File: src/hw/rtl/psa_pkg.sv
package psa_pkg;

	localparam int unsigned MAX_VOICES = 64;
	localparam int unsigned ROM_NOTES = 25;
	localparam logic [15:0] FULL_SCALE = 16'h8000;
	localparam logic [17:0] PHASE_STEP = 18'd256;
	localparam logic signed [20:0] OUT_MAX = 21'sd262143;
	localparam logic signed [20:0] OUT_MIN = -21'sd262144;

	localparam logic KIND_TICK = 1'b0;
	localparam logic KIND_NOTE = 1'b1;

	localparam logic [1:0] REG_ATTACK  = 2'd0;
	localparam logic [1:0] REG_DECAY   = 2'd1;
	localparam logic [1:0] REG_SUSTAIN = 2'd2;
	localparam logic [1:0] REG_RELEASE = 2'd3;

	typedef logic [16:0] period_t;
	typedef period_t period_tbl_t [MAX_VOICES];

	typedef struct packed {
		logic        held;
		logic [31:0] trig;
		logic [16:0] phase;
	} voice_t;

	typedef period_t rom_t [ROM_NOTES];

	localparam rom_t PERIOD_ROM = '{
		17'd62624, 17'd59109, 17'd55791, 17'd52660, 17'd49705, 17'd46915, 17'd44282,
		17'd41796, 17'd39451, 17'd37236, 17'd35146, 17'd33174, 17'd31312, 17'd29555,
		17'd27896, 17'd26330, 17'd24852, 17'd23457, 17'd22141, 17'd20898, 17'd19725,
		17'd18618, 17'd17573, 17'd16587, 17'd15656
	};

	function automatic period_tbl_t build_periods();
		period_tbl_t tbl;
		logic [17:0] tmp;
		for (int i = 0; i < MAX_VOICES; i++) begin
			if (i < ROM_NOTES) begin
				tbl[i] = PERIOD_ROM[i];
			end else begin
				tmp = {1'b0, tbl[i - 12]} + 18'd1;
				tbl[i] = tmp[17:1];
			end
		end
		return tbl;
	endfunction

	localparam period_tbl_t PERIODS = build_periods();

endpackage

File: src/hw/rtl/polyphonic_square_adsr_synth_core.sv
// Note event: no result; the core stays in ST_IDLE, ready for the next item.
// Tick: per voice, ST_PREP, ST_MUL, ST_DSTART, ST_DWAIT (on the shared radix-2
// divider), ST_SQ, ST_ACC; then ST_OUT, which stalls while the output register
// holds an unsent sample. One item at a time: input is taken only in ST_IDLE.
// A finished sample waits in the output register while the next item is taken.
// arst_n clears all voices, the sample clock and the output, and loads the
// register defaults.
module polyphonic_square_adsr_synth_core #(
	parameter int unsigned VOICES = 25
) (
	input  logic        clk,
	input  logic        arst_n,
	input  logic        s_tvalid,
	output logic        s_tready,
	input  logic [7:0]  s_tdata,  // [4:0] note_index, [5] key_down
	input  logic        s_tuser,  // [0] kind
	output logic        m_tvalid,
	input  logic        m_tready,
	output logic [23:0] m_tdata,  // [18:0] sample_out
	input  logic        cfg_we,
	input  logic [1:0]  cfg_index,
	input  logic [19:0] cfg_data
);
	import psa_pkg::*;

	localparam int unsigned VW = (VOICES > 1) ? $clog2(VOICES) : 1;
	localparam logic [VW-1:0] LAST = VW'(VOICES - 1);

	typedef enum logic [2:0] {
		ST_IDLE, ST_PREP, ST_MUL, ST_DSTART, ST_DWAIT, ST_SQ, ST_ACC, ST_OUT
	} state_t;

	state_t state_q;

	logic [19:0] attack_q, decay_q, release_q;
	logic [15:0] sustain_q;
	logic [31:0] clock_q;
	logic [VW-1:0] vcnt_q;

	logic [15:0] mula_q, base_q;
	logic [20:0] mulb_q;
	logic [19:0] den_q;
	logic [36:0] prod_q;
	logic [14:0] mag_q;
	logic signed [20:0] sum_q;
	logic        out_valid_q;
	logic [18:0] out_data_q;

	voice_t ring [VOICES];
	voice_t head, tail;
	logic   s_fire;
	logic   shift;
	logic   div_done;
	logic [15:0] quo;

	logic [15:0] s_cap;
	logic [31:0] t;
	logic [20:0] ad;
	logic [16:0] level;
	logic [31:0] sq;
	logic [17:0] ph1, ph2;
	logic [16:0] ph_new;
	period_t     per;
	logic        neg;
	logic signed [20:0] sum_next;

	assign s_tready = (state_q == ST_IDLE);
	assign s_fire   = s_tvalid && s_tready;
	assign shift    = (state_q == ST_ACC);
	assign head     = ring[0];

	assign s_cap = (sustain_q > FULL_SCALE) ? FULL_SCALE : sustain_q;
	assign t     = clock_q - head.trig;
	assign ad    = {1'b0, attack_q} + {1'b0, decay_q};

	assign per    = PERIODS[vcnt_q];
	assign ph1    = {1'b0, head.phase} + PHASE_STEP;
	assign ph2    = (ph1 > {1'b0, per}) ? (ph1 - {1'b0, per}) : ph1;
	assign ph_new = ph2[16:0];
	assign neg    = ({ph_new, 1'b0} >= {1'b0, per});
	assign tail   = '{held: head.held, trig: head.trig, phase: ph_new};

	assign level = {1'b0, base_q} + {1'b0, quo};
	assign sq    = level[15:0] * level[15:0];

	assign sum_next = neg ? (sum_q - 21'(mag_q)) : (sum_q + 21'(mag_q));

	for (genvar i = 0; i < VOICES; i++) begin : g_cell
		voice_t din;
		logic   we;
		if (i == VOICES - 1) begin : g_tail
			assign din = tail;
		end else begin : g_mid
			assign din = ring[i + 1];
		end
		assign we = s_fire && (s_tuser == KIND_NOTE) && (32'(s_tdata[4:0]) == i);
		psa_cell u_cell (
			.clk      (clk),
			.arst_n   (arst_n),
			.shift    (shift),
			.din      (din),
			.note_we  (we),
			.key_down (s_tdata[5]),
			.clk_now  (clock_q),
			.dout     (ring[i])
		);
	end

	psa_div u_div (
		.clk    (clk),
		.arst_n (arst_n),
		.start  (state_q == ST_DSTART),
		.num    (prod_q[35:0]),
		.den    (den_q),
		.done   (div_done),
		.quo    (quo)
	);

	always_ff @(posedge clk or negedge arst_n) begin
		if (!arst_n) begin
			attack_q  <= 20'd16000;
			decay_q   <= 20'd3200;
			sustain_q <= 16'd24576;
			release_q <= 20'd8000;
		end else if (cfg_we) begin
			case (cfg_index)
				REG_ATTACK:  attack_q  <= cfg_data;
				REG_DECAY:   decay_q   <= cfg_data;
				REG_SUSTAIN: sustain_q <= cfg_data[15:0];
				REG_RELEASE: release_q <= cfg_data;
				default: ;
			endcase
		end
	end

	always_ff @(posedge clk) begin
		case (state_q)
			ST_PREP: begin
				if (head.held) begin
					if (t < 32'(attack_q)) begin
						mula_q <= FULL_SCALE;
						mulb_q <= t[20:0];
						base_q <= '0;
						den_q  <= attack_q;
					end else if (t < 32'(ad)) begin
						mula_q <= FULL_SCALE - s_cap;
						mulb_q <= ad - t[20:0];
						base_q <= s_cap;
						den_q  <= decay_q;
					end else begin
						mula_q <= '0;
						mulb_q <= '0;
						base_q <= s_cap;
						den_q  <= 20'd1;
					end
				end else if (t < 32'(release_q)) begin
					mula_q <= s_cap;
					mulb_q <= {1'b0, release_q} - t[20:0];
					base_q <= '0;
					den_q  <= release_q;
				end else begin
					mula_q <= '0;
					mulb_q <= '0;
					base_q <= '0;
					den_q  <= 20'd1;
				end
			end
			ST_MUL: prod_q <= mula_q * mulb_q;
			ST_SQ:  mag_q  <= sq[31:17];
			default: ;
		endcase
	end

	always_ff @(posedge clk or negedge arst_n) begin
		if (!arst_n) begin
			state_q     <= ST_IDLE;
			clock_q     <= '0;
			vcnt_q      <= '0;
			sum_q       <= '0;
			out_valid_q <= 1'b0;
			out_data_q  <= '0;
		end else begin
			if (out_valid_q && m_tready && (state_q != ST_OUT)) begin
				out_valid_q <= 1'b0;
			end
			case (state_q)
				ST_IDLE: begin
					if (s_fire && (s_tuser == KIND_TICK)) begin
						vcnt_q  <= '0;
						sum_q   <= '0;
						state_q <= ST_PREP;
					end
				end
				ST_PREP:   state_q <= ST_MUL;
				ST_MUL:    state_q <= ST_DSTART;
				ST_DSTART: state_q <= ST_DWAIT;
				ST_DWAIT: begin
					if (div_done) begin
						state_q <= ST_SQ;
					end
				end
				ST_SQ: state_q <= ST_ACC;
				ST_ACC: begin
					sum_q <= sum_next;
					if (vcnt_q == LAST) begin
						clock_q <= clock_q + 32'd1;
						state_q <= ST_OUT;
					end else begin
						vcnt_q  <= vcnt_q + VW'(1);
						state_q <= ST_PREP;
					end
				end
				ST_OUT: begin
					if (!out_valid_q || m_tready) begin
						out_valid_q <= 1'b1;
						if (sum_q > OUT_MAX) begin
							out_data_q <= OUT_MAX[18:0];
						end else if (sum_q < OUT_MIN) begin
							out_data_q <= OUT_MIN[18:0];
						end else begin
							out_data_q <= sum_q[18:0];
						end
						state_q <= ST_IDLE;
					end
				end
				default: state_q <= ST_IDLE;
			endcase
		end
	end

	assign m_tvalid = out_valid_q;
	assign m_tdata  = {5'b0, out_data_q};

endmodule

File: src/hw/rtl/psa_cell.sv
module psa_cell (
	input  logic            clk,
	input  logic            arst_n,
	input  logic            shift,
	input  psa_pkg::voice_t din,
	input  logic            note_we,
	input  logic            key_down,
	input  logic [31:0]     clk_now,
	output psa_pkg::voice_t dout
);
	import psa_pkg::*;

	voice_t voice_q;

	always_ff @(posedge clk or negedge arst_n) begin
		if (!arst_n) begin
			voice_q <= '0;
		end else if (note_we) begin
			if (voice_q.held != key_down) begin
				voice_q.held <= key_down;
				voice_q.trig <= clk_now;
			end
		end else if (shift) begin
			voice_q <= din;
		end
	end

	assign dout = voice_q;

endmodule

File: src/hw/rtl/psa_div.sv
module psa_div (
	input  logic        clk,
	input  logic        arst_n,
	input  logic        start,
	input  logic [35:0] num,
	input  logic [19:0] den,
	output logic        done,
	output logic [15:0] quo
);
	import psa_pkg::*;

	logic        busy_q;
	logic        done_q;
	logic [4:0]  cnt_q;
	logic [19:0] rem_q;
	logic [15:0] quo_q;
	logic [19:0] den_q;
	logic [20:0] sh;
	logic [20:0] diff;

	assign sh   = {rem_q, quo_q[15]};
	assign diff = sh - {1'b0, den_q};

	always_ff @(posedge clk or negedge arst_n) begin
		if (!arst_n) begin
			busy_q <= 1'b0;
			done_q <= 1'b0;
			cnt_q  <= '0;
		end else begin
			done_q <= busy_q && !start && (cnt_q == 5'd1);
			if (start) begin
				busy_q <= 1'b1;
				cnt_q  <= 5'd16;
			end else if (busy_q) begin
				cnt_q <= cnt_q - 5'd1;
				if (cnt_q == 5'd1) begin
					busy_q <= 1'b0;
				end
			end
		end
	end

	always_ff @(posedge clk) begin
		if (start) begin
			rem_q <= num[35:16];
			quo_q <= num[15:0];
			den_q <= den;
		end else if (busy_q) begin
			if (!diff[20]) begin
				rem_q <= diff[19:0];
				quo_q <= {quo_q[14:0], 1'b1};
			end else begin
				rem_q <= sh[19:0];
				quo_q <= {quo_q[14:0], 1'b0};
			end
		end
	end

	assign done = done_q;
	assign quo  = quo_q;

endmodule

File: config.mk
export PLATFORM = sky130hd
export DESIGN_NAME = polyphonic_square_adsr_synth_core
export DESIGN_NICKNAME = d
export VERILOG_FILES = /design/src/hw/rtl/psa_pkg.sv /design/src/hw/rtl/polyphonic_square_adsr_synth_core.sv /design/src/hw/rtl/psa_cell.sv /design/src/hw/rtl/psa_div.sv
export SDC_FILE = /design/constraint.sdc
export NUM_CORES = 2
export LEC_CHECK = 0
export BUFFER_PORTS_ARGS = -buffer_cell sky130_fd_sc_hd__buf_2
export CORE_UTILIZATION = 53
export CTS_BUF_LIST = sky130_fd_sc_hd__clkbuf_8
export CTS_CLUSTER_SIZE = 30
export DETAILED_ROUTE_END_ITERATION = 6
export PLACE_DENSITY = 0.71
export SLEW_MARGIN = 5
export SYNTH_ARGS = -nofsm -noshare
export SYNTH_HDL_FRONTEND = slang
export SYNTH_HIERARCHICAL = 1
export SYNTH_SLANG_ARGS = --single-unit
File: constraint.sdc
create_clock -name clk -period 8.55 [get_ports clk]
set_clock_uncertainty 0.2 [all_clocks]
set_input_delay 1.2825 -clock clk [delete_from_list [all_inputs] [get_ports clk]]
set_output_delay 1.2825 -clock clk [all_outputs]
set_load 0.01 [all_outputs]
---- Yosys cells after proc, flatten, opt, wreduce, memory -nomap -nowiden ----
Memory sizes are Yosys's and may differ from the RTL's.
Cells that the tools add are included.
operators by class
  add/sub/neg operators ................... 14
  multiply operators ...................... 2
  magnitude comparators ................... 9
  equal/unequal tests ..................... 91
  muxes and demuxes ....................... 118
  bitwise gates (word level) .............. 28
  reductions and logical operators ........ 125
operator list
  operator                                                         number
  33-bit two-way mux                                               50
  50-bit two-way mux                                               25
  20-bit two-way mux                                               7
  21-bit two-way mux                                               6
  2-bit AND reduction                                              57
  16-bit two-way mux                                               7
  32-bit by 20-bit < comparator with 1-bit output                  2
  2-bit inequality test, second input constant                     27
  2-bit nonzero test                                               27
  17-bit two-way mux                                               3
  5-bit == test, second input constant                             10
  21-bit one-hot mux with 2 select lines                           1
  5-bit by 4-bit == test with 1-bit output, second input constant  8
  19-bit two-way mux                                               2
  16-bit by 21-bit multiplier with 36-bit output                   1
  32-bit by 1-bit adder with 32-bit output, second input constant  1
  1-bit logical AND                                                32
  32-bit by 21-bit < comparator with 1-bit output                  1
  16-bit by 16-bit multiplier with 32-bit output                   1
  32-bit subtractor                                                1
  1-bit NOT                                                        27
  1-bit inequality test                                            25
  3-bit one-hot mux with 8 select lines                            1
  20-bit by 20-bit adder with 21-bit output                        1
  other kinds (39)                                                 64
storage, ports and cells
  register bits ........................... 1594
  bits in read-only memories .............. 1088
  input port bits ......................... 36
  output and inout bits ................... 26
  word-level logic and storage cells ...... 485
  memories ................................ 1
memories
  memory           depth  bits a word  read ports  clocked after memory_dff  wr ports  line                                     RTL
  (no name shown)  64     17           1           0                         0         polyphonic_square_adsr_synth_core.sv:76  assign per = PERIODS[vcnt_q];

---- Logic depth before layout (Yosys ltp) ----
  depth after elaboration ................. 9
  mapped depth ............................ 47
  mapped depth without buffers ............ 41

---- Hierarchy ----
Netlist, hierarchy kept.
modules (own cells, without submodules)
  module                             instances  cells an instance  area each (um^2)  seq. area each (um^2)
  psa_cell                           25         221                2546.2            1251.2
  polyphonic_square_adsr_synth_core  1          4271               38378.1           7673.6
  psa_div                            1          332                3709.8            1856.8

---- Worst setup path before layout ----
No wires, ideal clock.
  path type ............................... register -> register
  start point ............................. reg u_div.quo_q[0], in the netlist u_div/quo[0]
  end point ............................... reg mag_q[14] (data pin)
  setup time .............................. 258 ps
  data arrival time ....................... 8580 ps
  data required time ...................... 8092 ps
  slack ................................... -488 ps
  stages on the path, launching flop included .. 37
  path buffers ............................ 0
  period minus slack after synthesis ...... 9038 ps
  cell sequence ........................... edfxtp_1 > ha_1 > fa_1 > a21o_1 > a21oi_1 > o21bai_1 > a211o_1 > nand3_1 > nand4_1 > a31o_2 > a21oi_1 > xor2_1 > inv_1 > nand2_1 > inv_1 > fa_1 > inv_1 > fa_1 > inv_1 > fa_1 > inv_1 > fa_1 > fa_1 > inv_1 > fa_1 > ha_1 > nor4_1 > o211ai_1 > o2111a_1 > o221a_2 > a41o_1 > nor4_1 > nor4b_1 > o21a_1 > o21a_1 > o31a_1 > xnor2_1
on the way
  word-level cells in the longest chain between the ends .. 2
ends and longest elaborated chain
  item                                            line                                      RTL
  from (decl)                                     psa_div.sv:16                             logic [15:0] quo_q;
  from (signal assigned)                          psa_div.sv:46                             quo_q <= num[15:0];
  from (signal assigned)                          psa_div.sv:51                             quo_q <= {quo_q[14:0], 1'b1};
  from (signal assigned)                          psa_div.sv:54                             quo_q <= {quo_q[14:0], 1'b0};
  16-bit adder                                    polyphonic_square_adsr_synth_core.sv:83   assign level = {1'b0, base_q} + {1'b0, quo};
  16-bit by 16-bit multiplier with 32-bit output  polyphonic_square_adsr_synth_core.sv:84   assign sq = level[15:0] * level[15:0];
  net sq[31]                                      polyphonic_square_adsr_synth_core.sv:60   logic [31:0] sq;
  to (signal assigned)                            polyphonic_square_adsr_synth_core.sv:169  ST_SQ: mag_q <= sq[31:17];
  to (decl)                                       polyphonic_square_adsr_synth_core.sv:44   logic [14:0] mag_q;
The timed path passes the listed nets, and every way through them passes these cells.
A chain may end at the register's enable or synchronous reset.

---- Final worst setup path ----
Ends and elaborated chain as after synthesis.

==> qor.txt <==
Outcome -> finished with violations
Failing checks -> DRC, setup timing
RSZ-0062 raised after global routing -> true
Crit path DAT -> 9.42 ns
IO Port Bufs -> 54
Register-to-register setup slack -> -0.33 ns
Maxcap violations -> 0
Final Max Slew Viols -> 0
WL per Instance -> 21.5 µm
P_sw -> 0.0158 W
Pint -> 0.0257 W
First-pass GRT wire length -> 446 mm
Slew margin rel. -> 0.105
Clk pwr share -> 0.177
Final design utilization -> 0.583
Syn Area/Cell -> 10.4 µm²
Final Hold Vio Count -> 0
Remaining DRCs -> 1
EDFF count, synth -> 180
Largest net degree at the start of global routing -> 153
Worst Slack Setup Final -> -0.330 ns
Clock buffer depth -> 4
Post-Syn Instances -> 10100
H-tree depth -> 5
Mapped Area -> 106000 µm²
Yosys reg bits -> 1594
Period minus WS final -> 8.88 ns
Ys async rst share -> 0.887
CP max stage delay -> 0.53 ns
Crit path top cell by count -> fa_1
Core Region -> 198000 µm²
CP max FO -> 2
Critical Path Slowest Stage Cell -> fa_1
Non-Filler Instances -> 13100
Gate power share -> 0.607
DIE HEIGHT -> 449 µm
Core Rows -> 163
Die Footprint -> 201000 µm²
End of the critical path -> mag_q[14]
PD cells -> 360 nW/µm²
Period Utilization, post-route -> 1.04
CTS tree -> built
Total GRT Usage -> 0.275
IO Pins -> 62
ANT nets after route -> 0
Vias per inst -> 5.98
Sequential cell area fraction in the yosys report -> 0.386
Final setup fails -> 4
Commonest non-fill, non-tap cell in the layout -> nand2_1
Leak pwr -> 48.4 nW
Root Driver -> clkbuf_8
Sequential power share -> 0.216
Main synth FF type -> dfrtp_1
Antenna violations before repair -> 10
Critical Path Source -> u_div/quo[0]
Crit path kind -> flip-flop to flip-flop
CP endpoint kind -> flip-flop
# clock sinks -> 1594
FF-to-FF End -> mag_q[14]
Vias in the first global route -> 79300
Fillers -> 16400
Clk pin slew, worst setup/hold paths -> 0.07 ns
R2R cell count -> 35
Startpoint Class -> flip-flop
Distinct cells, synth -> 107
TritonCTS Buffers -> 295
Placer's final routability congestion estimate -> 0.905
Most frequent cells in the layout -> nand2_1, dfrtp_1, a21o_1, mux2i_1, o22ai_1
Pre-antenna DRT Iters -> 7
Min Hold Slack -> 0.0421 ns
CP required -> 9.09 ns
Initial core utilization -> 0.535
Yosys warning total -> 6
Fin nets -> 11100
Pwr Total -> 0.0415 W
Fmax -> 113 MHz
Measured slew at the worst slew-check pin -> 1.34 ns
Setup TNS Final -> -0.977 ns
Initial detailed-routing violation count -> 6565
Placed insts -> 12500
Fraction of layout cells with a size suffix above 1 -> 0.142
Final wirelength -> 281 mm
Clk_lat worst skew -> 1.04 ns
DPL Wire Length -> 191 mm
Grt total ovfl -> 0
Routed via count -> 78300
Layout area overhead -> 9.06%
R2R Path Start -> u_div/quo[0]
DIE WIDTH -> 449 µm
Sw Ratio -> 0.381
Worst hold path type -> input port to asynchronous set/reset pin
Peak supply drop -> 2.08 mV
worst max-delay path: cells and delay by family, from the launching register on:
| kind | cells | cell delay [ns] |
|---|---|---|
| compound gates | 13 | 2.79 |
| xor+xnor | 2 | 0.23 |
| fa+ha+maj | 9 | 3.78 |
| buf+inv | 5 | 0.38 |
| flops | 1 | 0.41 |
| simple gates | 6 | 0.84 |
kinds of logic (layout without fill, tap and decap cells):
| family | count (synthesis) | after routing | synth area share |
|---|---|---|---|
| other cells | 1 | 13 | 0.0000355 |
| buf+inv | 1332 | 1629 | 0.0630 |
| fa+ha+maj | 880 | 880 | 0.135 |
| compound gates | 2426 | 2426 | 0.155 |
| mux | 1348 | 1348 | 0.143 |
| xor+xnor | 275 | 275 | 0.0246 |
| flops | 1594 | 1594 | 0.386 |
| simple gates | 2272 | 2272 | 0.0939 |
sequential cells by signal (all words and copies together), names as in the netlist, 19 cells and up:
register / flops
attack_q: 20
den_q: 20
clock_q: 32
release_q: 20
u_div/rem_q: 20
mulb_q: 21
sum_q: 21
prod_q: 36
decay_q: 20
g_cell.u_cell/dout: 1250
out_data_q: 19
u_div/den_q: 20
power groups by stage:
stage | combinational (W) | clock (W) | sequential [W]
floorplan | 0.0159 | 0 | 0.00912
global placement | 0.0213 | 0 | 0.00911
detailed placement | 0.0217 | 0 | 0.00911
CTS | 0.0239 | 0.00749 | 0.00897
global route | 0.0277 | 0.00785 | 0.00891
finish | 0.0252 | 0.00735 | 0.00897
metal layers:
layer / vias up / global-route usage / share of wire
met5: - / 0 / 0.00019
met4: 2 / 0.0997 / 0.034
met3: 564 / 0.0506 / 0.067
met2: 2635 / 0.450 / 0.48
li1: 35700 / - / -
met1: 39300 / 0.367 / 0.42
what timing repair did:
action | in CTS | in global routing
setup buffers | 21 | 18
pin swaps | 52 | 61
hold buffers | 0 | 0
gates resized for setup | 61 | 79
gates cloned | 0 | 1
setup endpoints to repair | 15 | 18
Yosys cell counts (all sizes together) (84+ instances only):
cell       n  area, µm²
edfxtp   180       5410
xnor2    159       1400
buf      459       3380
ha       446       5580
xor2     116       1200
nor2     305       1140
a21oi    182        918
inv      657       2470
fa       434       8690
o21ai    239       1200
o22ai    819       5120
a21o     889       6670
mux2     503       6600
dfrtp   1397      35000
nand2   1389       5220
and2     158        988
mux2i    843       8440
clkbuf   206        774
nor3      84        432
metrics by stage:
stage / cell area (µm²) / worst slack, ns
2_1_floorplan: 106000 / -0.139
3_3_place_gp: 109000 / -0.509
3_5_place_dp: 109000 / -0.691
4_1_cts: 115000 / -0.291
5_1_grt: 115000 / -0.664
6_report: 115000 / -0.330
worst min-delay path by stage:
stage / end / startpoint / slack, ns
final: g_cell[23].u_cell/dout[11] / arst_n / 0.04
after global routing: g_cell[23].u_cell/dout[11] / arst_n / 0.06
after CTS: g_cell[22].u_cell/dout[12] / arst_n / 0.07
after detailed placement: u_div/den_q[2] / den_q[2] / 0.21
after global placement: u_div/den_q[19] / den_q[19] / 0.20
after floorplan: u_div/den_q[0] / den_q[0] / 0.20
final cells by class:
cell class	count	area, µm²	share of cell area
Antenna cell	8	20.0	0.000174
Timing Repair Buffer	465	3640	0.0316
Sequential cell	1594	40800	0.354
Clock inverter	134	815	0.00706
Inverter	667	2510	0.0218
Multi-Input combinational cell	7206	59200	0.513
Tap cell	2640	3300	0.0286
Clock buffer	363	5000	0.0433
(Power assumes the default switching activity.)
